### config.mk
export PLATFORM = sky130hd
export DESIGN_NAME = vog_queue
export DESIGN_NICKNAME = d
export VERILOG_FILES = /design/src/design/vog_pkg.sv /design/src/design/vog_queue.sv
export SDC_FILE = /design/constraint.sdc
export NUM_CORES = 1
export LEC_CHECK = 0
export ABC_CLOCK_PERIOD_IN_PS = 4000
export BUFFER_PORTS_ARGS = -buffer_cell sky130_fd_sc_hd__buf_2
export CAP_MARGIN = 10
export CELL_PAD_IN_SITES_DETAIL_PLACEMENT = 1
export CELL_PAD_IN_SITES_GLOBAL_PLACEMENT = 2
export CORE_MARGIN = 2
export CORE_UTILIZATION = 48
export CTS_BUF_LIST = sky130_fd_sc_hd__clkbuf_2
export DETAILED_ROUTE_END_ITERATION = 12
export GPL_TIMING_DRIVEN = 0
export PLACE_DENSITY_LB_ADDON = 0.08
export REMOVE_ABC_BUFFERS = 1
export SYNTH_ARGS = -nofsm -noshare
export SYNTH_HDL_FRONTEND = slang
export SYNTH_SLANG_ARGS = --single-unit
### constraint.sdc
create_clock -name clk -period 4 [get_ports clk]
set_input_delay 0.4 -clock clk [delete_from_list [all_inputs] [get_ports clk]]
set_output_delay 0.4 -clock clk [all_outputs]
set_load 0.01 [all_outputs]
### src/design/vog_pkg.sv
// Shared constants and types for the voxel occupancy grid.
// Used by every module in design/; depends on nothing else.

package vog_pkg;

	localparam int COORD_W    = 32;
	localparam int SIZE_REG_W = 7;
	localparam int CELL_OUT_W = 6;
	localparam int CFG_IDX_W  = 3;
	localparam int AXES       = 3;

	// Queue between front and back; also the front's reservation limit
	localparam int Q_DEPTH = 4;
	localparam int RESV_W  = $clog2(Q_DEPTH + 1);

	localparam logic [COORD_W-1:0]    COORD_MAX   = 32'h7FFF_FFFF;
	localparam logic [SIZE_REG_W-1:0] CELLS_RESET = 7'd64;

	// Configuration register indexes
	localparam logic [CFG_IDX_W-1:0] CFG_ORIGIN_X  = 3'd0;
	localparam logic [CFG_IDX_W-1:0] CFG_ORIGIN_Y  = 3'd1;
	localparam logic [CFG_IDX_W-1:0] CFG_ORIGIN_Z  = 3'd2;
	localparam logic [CFG_IDX_W-1:0] CFG_CELL_SIZE = 3'd3;
	localparam logic [CFG_IDX_W-1:0] CFG_INV_SIZE  = 3'd4;
	localparam logic [CFG_IDX_W-1:0] CFG_CELLS_X   = 3'd5;
	localparam logic [CFG_IDX_W-1:0] CFG_CELLS_Y   = 3'd6;
	localparam logic [CFG_IDX_W-1:0] CFG_CELLS_Z   = 3'd7;

	// Operation codes
	localparam logic OP_MARK  = 1'b0;
	localparam logic OP_QUERY = 1'b1;

	typedef struct packed {
		logic [AXES-1:0][COORD_W-1:0]    origin;
		logic [COORD_W-1:0]              cell_size;
		logic [COORD_W-1:0]              inv_cell_size;
		logic [AXES-1:0][SIZE_REG_W-1:0] cells;
	} cfg_t;

	typedef struct packed {
		logic clearing;
		logic taken;
	} back_status_t;

endpackage

### src/design/vog_queue.sv
// Small FIFO between the front and the back of the voxel grid.
// Imports vog_pkg; the depth comes from the DEPTH parameter.

module vog_queue #(
	parameter int WIDTH = 8,
	parameter int DEPTH = 4
) (
	input  logic             clk,
	input  logic             arst_n,
	input  logic             push,
	input  logic [WIDTH-1:0] wdata,
	input  logic             pop,
	output logic [WIDTH-1:0] rdata,
	output logic             not_empty
);
	import vog_pkg::*;

	localparam int PW = (DEPTH > 1) ? $clog2(DEPTH) : 1;
	localparam int CNTW = $clog2(DEPTH + 1);

	logic [WIDTH-1:0] data_q [DEPTH];
	logic [PW-1:0]    wr_ptr_q, rd_ptr_q;
	logic [CNTW-1:0]  count_q;

	assign rdata     = data_q[rd_ptr_q];
	assign not_empty = (count_q != '0);

	always_ff @(posedge clk) begin
		if (push) data_q[wr_ptr_q] <= wdata;
	end

	always_ff @(posedge clk or negedge arst_n) begin
		if (!arst_n) begin
			wr_ptr_q <= '0;
			rd_ptr_q <= '0;
			count_q  <= '0;
		end else begin
			if (push) begin
				wr_ptr_q <= (wr_ptr_q == PW'(DEPTH - 1)) ? '0 : wr_ptr_q + PW'(1);
			end
			if (pop) begin
				rd_ptr_q <= (rd_ptr_q == PW'(DEPTH - 1)) ? '0 : rd_ptr_q + PW'(1);
			end
			case ({push, pop})
				2'b10:   count_q <= count_q + CNTW'(1);
				2'b01:   count_q <= count_q - CNTW'(1);
				default: count_q <= count_q;
			endcase
		end
	end

endmodule

Word-level counts from Yosys, hierarchy flattened
Memories as Yosys holds them, arrays and structs flattened.
Cells that the tools add are included.
- register bits: 7
- RAM bits: 32
- output and inout bits: 9
- logic and storage cells: 19
- memories kept: 1
- memories (name ; words ; width ; rd ports ; clocked after memory_dff ; wr ports ; line ; source):
    data_q ; 4 ; 8 ; 1 ; 0 ; 1 ; vog_queue.sv:21 ; logic [WIDTH-1:0] data_q [DEPTH];
- add/subtract/negate cells: 4
- equality and inequality tests: 4
- multiplexer cells: 5
- reductions and logical operators: 2
- operator list (kind ; number):
    $eq A2 B2 Y1 const B ; 3
    $pmux W3 S2 ; 1
    $add A2 B1 Y2 const B ; 2
    $mux W2 ; 2
    $add A3 B1 Y3 const B ; 1
    $reduce_bool A3 Y1 ; 1
    $sub A3 B1 Y3 const B ; 1
    $eq A2 B1 Y1 const B ; 1
    $mux W1 ; 2
    $reduce_bool A2 Y1 ; 1

Depth between registers and ports, before layout
- depth after elaboration: 2
- mapped depth: 6
- gate-level depth less buffers: 6

Least setup slack after synthesis
Ideal clock, no wire load.
- path type: input to register
- from: in push
- to: reg count_q[2]
- setup time: 0.125 ns
- arrival time: 1.338 ns
- required time: 3.875 ns
- path slack: 2.537 ns
- cell stages on the path: 6
- buffers on the path: 0
- cell sequence: inv_1 > ha_1 > fa_1 > xnor2_1 > nor2_1 > xor2_1
- word-level cells in the longest chain between the ends: 2
- RTL lines (what ; line ; source):
    start, declared ; vog_queue.sv:10 ; input logic push,
    $eq A2 B1 Y1 or $eq A2 B2 Y1 (tied branches) ; vog_queue.sv:44 ; case ({push, pop})
    $pmux W3 S2 or $reduce_bool A2 Y1 (tied branches) ; - ;
    end signal, assigned ; vog_queue.sv:45 ; 2'b10: count_q <= count_q + CNTW'(1);
    end signal, assigned ; vog_queue.sv:46 ; 2'b01: count_q <= count_q - CNTW'(1);
    end signal, assigned ; vog_queue.sv:47 ; default: count_q <= count_q;
    end, declared ; vog_queue.sv:23 ; logic [CNTW-1:0] count_q;
Parallel ways exist; a longest one is shown, timed or not.
A chain may end at the register's enable or synchronous reset.

Final worst setup path
- from: reg rd_ptr_q[0]
- to: out rdata[7]
- word-level cells in the longest chain between the ends: 1
- RTL lines (what ; line ; source):
    start, declared ; vog_queue.sv:22 ; logic [PW-1:0] wr_ptr_q, rd_ptr_q;
    start signal, assigned ; vog_queue.sv:42 ; rd_ptr_q <= (rd_ptr_q == PW'(DEPTH - 1)) ? '0 : rd_ptr_q + PW'(1);
    $mem_v2 Z4 W8 ; - ;
    end, declared ; vog_queue.sv:13 ; output logic [WIDTH-1:0] rdata,
No other way between the ends.

==> results.json <==
{
  "status": "finished clean",
  "synth_top_area_frac": 0.617,
  "ys_types": 16,
  "critPathTopFamily": "flip-flops",
  "final_nets": 121,
  "place_congestion": 0.607,
  "die_area_sq_mm": 0.00372,
  "port_buffers": 20,
  "path_max_fanout": 11,
  "overflow": 0,
  "synth-edff-count": 32,
  "wirelength_mm": 2.48,
  "startpoint_type": "flop",
  "fp-row-count": 20,
  "relSlewSlack": 0.600,
  "cts_tree": "built",
  "die_h_microns": 61.0,
  "cts_root_buf": "clkbuf_2",
  "fmax_mhz": 438,
  "tightest_slew_ns": 0.601,
  "hpwl_mm": 1.74,
  "p_per_area_mw_per_mm2": 626,
  "min_period_over_period": 0.571,
  "leakage_nw": 0.648,
  "yosys.cell_count.top_type": "edfxtp_1",
  "skew_ns": 0.0152,
  "async_reset_ff_frac": 0.179,
  "area_growth_pct": 11.7,
  "required_ns": 3.60,
  "rsz0062_at_grt": "no",
  "wire_per_inst_microns": 17.0,
  "synth_top_area_cell": "edfxtp_1",
  "yosysWarnings": 0,
  "path_class": "flop to primary output",
  "coreArea_sq_mm": 0.00308,
  "finalSetupTns_ns": 0,
  "setup_viol": 0,
  "setup_ws_ns": 1.72,
  "synthesis.area_sq_mm": 0.00156,
  "place_ws_ns": 2.10,
  "routed_via_density": 5.06,
  "initial_utilization": 0.506,
  "cp_data_arrival_time_ns": 1.88,
  "ys_top_cells_by_area": "edfxtp_1 (62%), mux4_2 (12%), dfrtp_1 (11%)",
  "grt_max_degree": 12,
  "drcViolationCount": 0,
  "hold_viol_final": 0,
  "syn_area_per_cell_sq_um": 20.5,
  "seq_area_sq_mm": 0.00114,
  "max_stage_delay_ns": 0.77,
  "diodes": 0,
  "cts.sinks": 39,
  "synth_commonest_cells": "edfxtp_1 (32), mux4_2 (8), dfrtp_1 (7)",
  "antenna_left": 0,
  "cp_num_buf_inv": 1,
  "hp-class": "input port to flop",
  "drv_slew": 0,
  "cp-end-kind": "primary output",
  "htreeDepth": 2,
  "antenna_found_initial": 0,
  "drive_gt1_frac": 0.363,
  "ir_worst_vdd_mv": 0.239,
  "cp_cell_sequence": "mux4_2 > buf_2",
  "syn_inst": 76,
  "fin_crit_ns": 2.28,
  "fillers": 294,
  "cts_setup_buffers": 0,
  "slowest_stage": "dfrtp_1",
  "drt-initial-drc-count": 37,
  "via_count": 739,
  "path_clk_slew_ns": 0.19,
  "synthFlopType": "edfxtp_1",
  "cts_buffer_depth": 2,
  "ys_seq_area_frac": 0.729,
  "insertion_delay_ns": 0.37,
  "drt_pre_antenna_iters": 4,
  "multi_input_area_sq_um": 394,
  "grt_usage": 0.163,
  "ys_ff_latch": 39,
  "numCtsBuffers": 5,
  "grt_pass1_wl_mm": 3.98,
  "power_w": 0.00109,
  "dieWidth_microns": 61.0,
  "pin_count": 21,
  "postLayoutCoreUtil": 0.565,
  "maxCapViolCount": 0,
  "grt_pass1_vias": 791
}
cell type report:
cell class                 instances  share of cell area
tap                               44              0.0316
clock inverter                     2             0.00503
inverter                           3             0.00647
timing repair buffer              21              0.0633
clock buffer                       5              0.0144
sequential                        39               0.653
multi-input combinational         32               0.226
metrics by stage:
step,cells,hold WS [ns],cell area (sq um)
global route,146,0.199,1740
floorplan,74,0.104,1540
CTS,146,0.207,1740
global placement,138,0.244,1700
detailed placement,138,0.245,1700
finish,146,0.223,1740
report_power, final:
part | leakage [nW] | switching (W) | internal [W]
sequential | 0.377 | 0.0000816 | 0.000533
combinational | 0.245 | 0.000140 | 0.000178
clock | 0.0262 | 0.000120 | 0.0000370
layout by cell type, fill, tap and decap left out:
cell type      instances
xor2_1                 1
clkinv_2               1
inv_1                  3
ha_1                   6
and2_1                 4
xnor2_1                2
dlygate4sd3_1          1
fa_1                   1
o21ai_0                2
mux2_2                 3
buf_2                 20
edfxtp_1              32
clkinv_1               1
clkbuf_2               5
nand2_1                1
mux4_2                 8
dfrtp_1                7
or3_1                  2
nor2_1                 2
sequential cells by signal (all words and copies together), names as in the netlist:
name      count
rd_ptr_q      2
wr_ptr_q      2
count_q       3
data_q       32
metal layers:
layer / up-vias / global-route usage / share of wire
li1: 342 / - / -
met1: 376 / 0.202 / 0.44
met2: 16 / 0.258 / 0.50
met3: 5 / 0.0384 / 0.040
met4: 0 / 0.102 / 0.021
met5: - / 0 / 0
final timing paths:
check / from / endpoint / slack, ns / cells past startpoint
min in group asynchronous: arst_n / rd_ptr_q[1] / 0.36 / 2
setup reg to reg: wr_ptr_q[0] / data_q[0][7] / 2.53 / 3
max in group asynchronous: arst_n / wr_ptr_q[1] / 3.47 / 2
setup / recovery: rd_ptr_q[0] / rdata[7] / 1.72 / 2
hold reg to reg: count_q[2] / count_q[2] / 0.50 / 1
hold / removal: wdata[4] / data_q[0][4] / 0.22 / 1
kinds of logic (layout without fill, tap and decap cells):
logic type                 Yosys count  in the layout  share of synthesized area
muxes                               11             11                      0.137
buffers and inverters                5             31                     0.0177
adders and majority gates            7              7                     0.0610
DFF                                 39             39                      0.729
xor gates and xnor gates             3              3                     0.0169
and+or+nand+nor                      9              9                     0.0313
AOI/OAI and AO/OA                    2              2                    0.00643
what timing repair did:
| item | in CTS | in global routing |
|---|---|---|
| hold endpoints to repair | 7 | 0 |
| gates resized for setup | 0 | 0 |
| hold buffers | 1 | 0 |
Note: power is estimated with default switching activity, not from simulation.
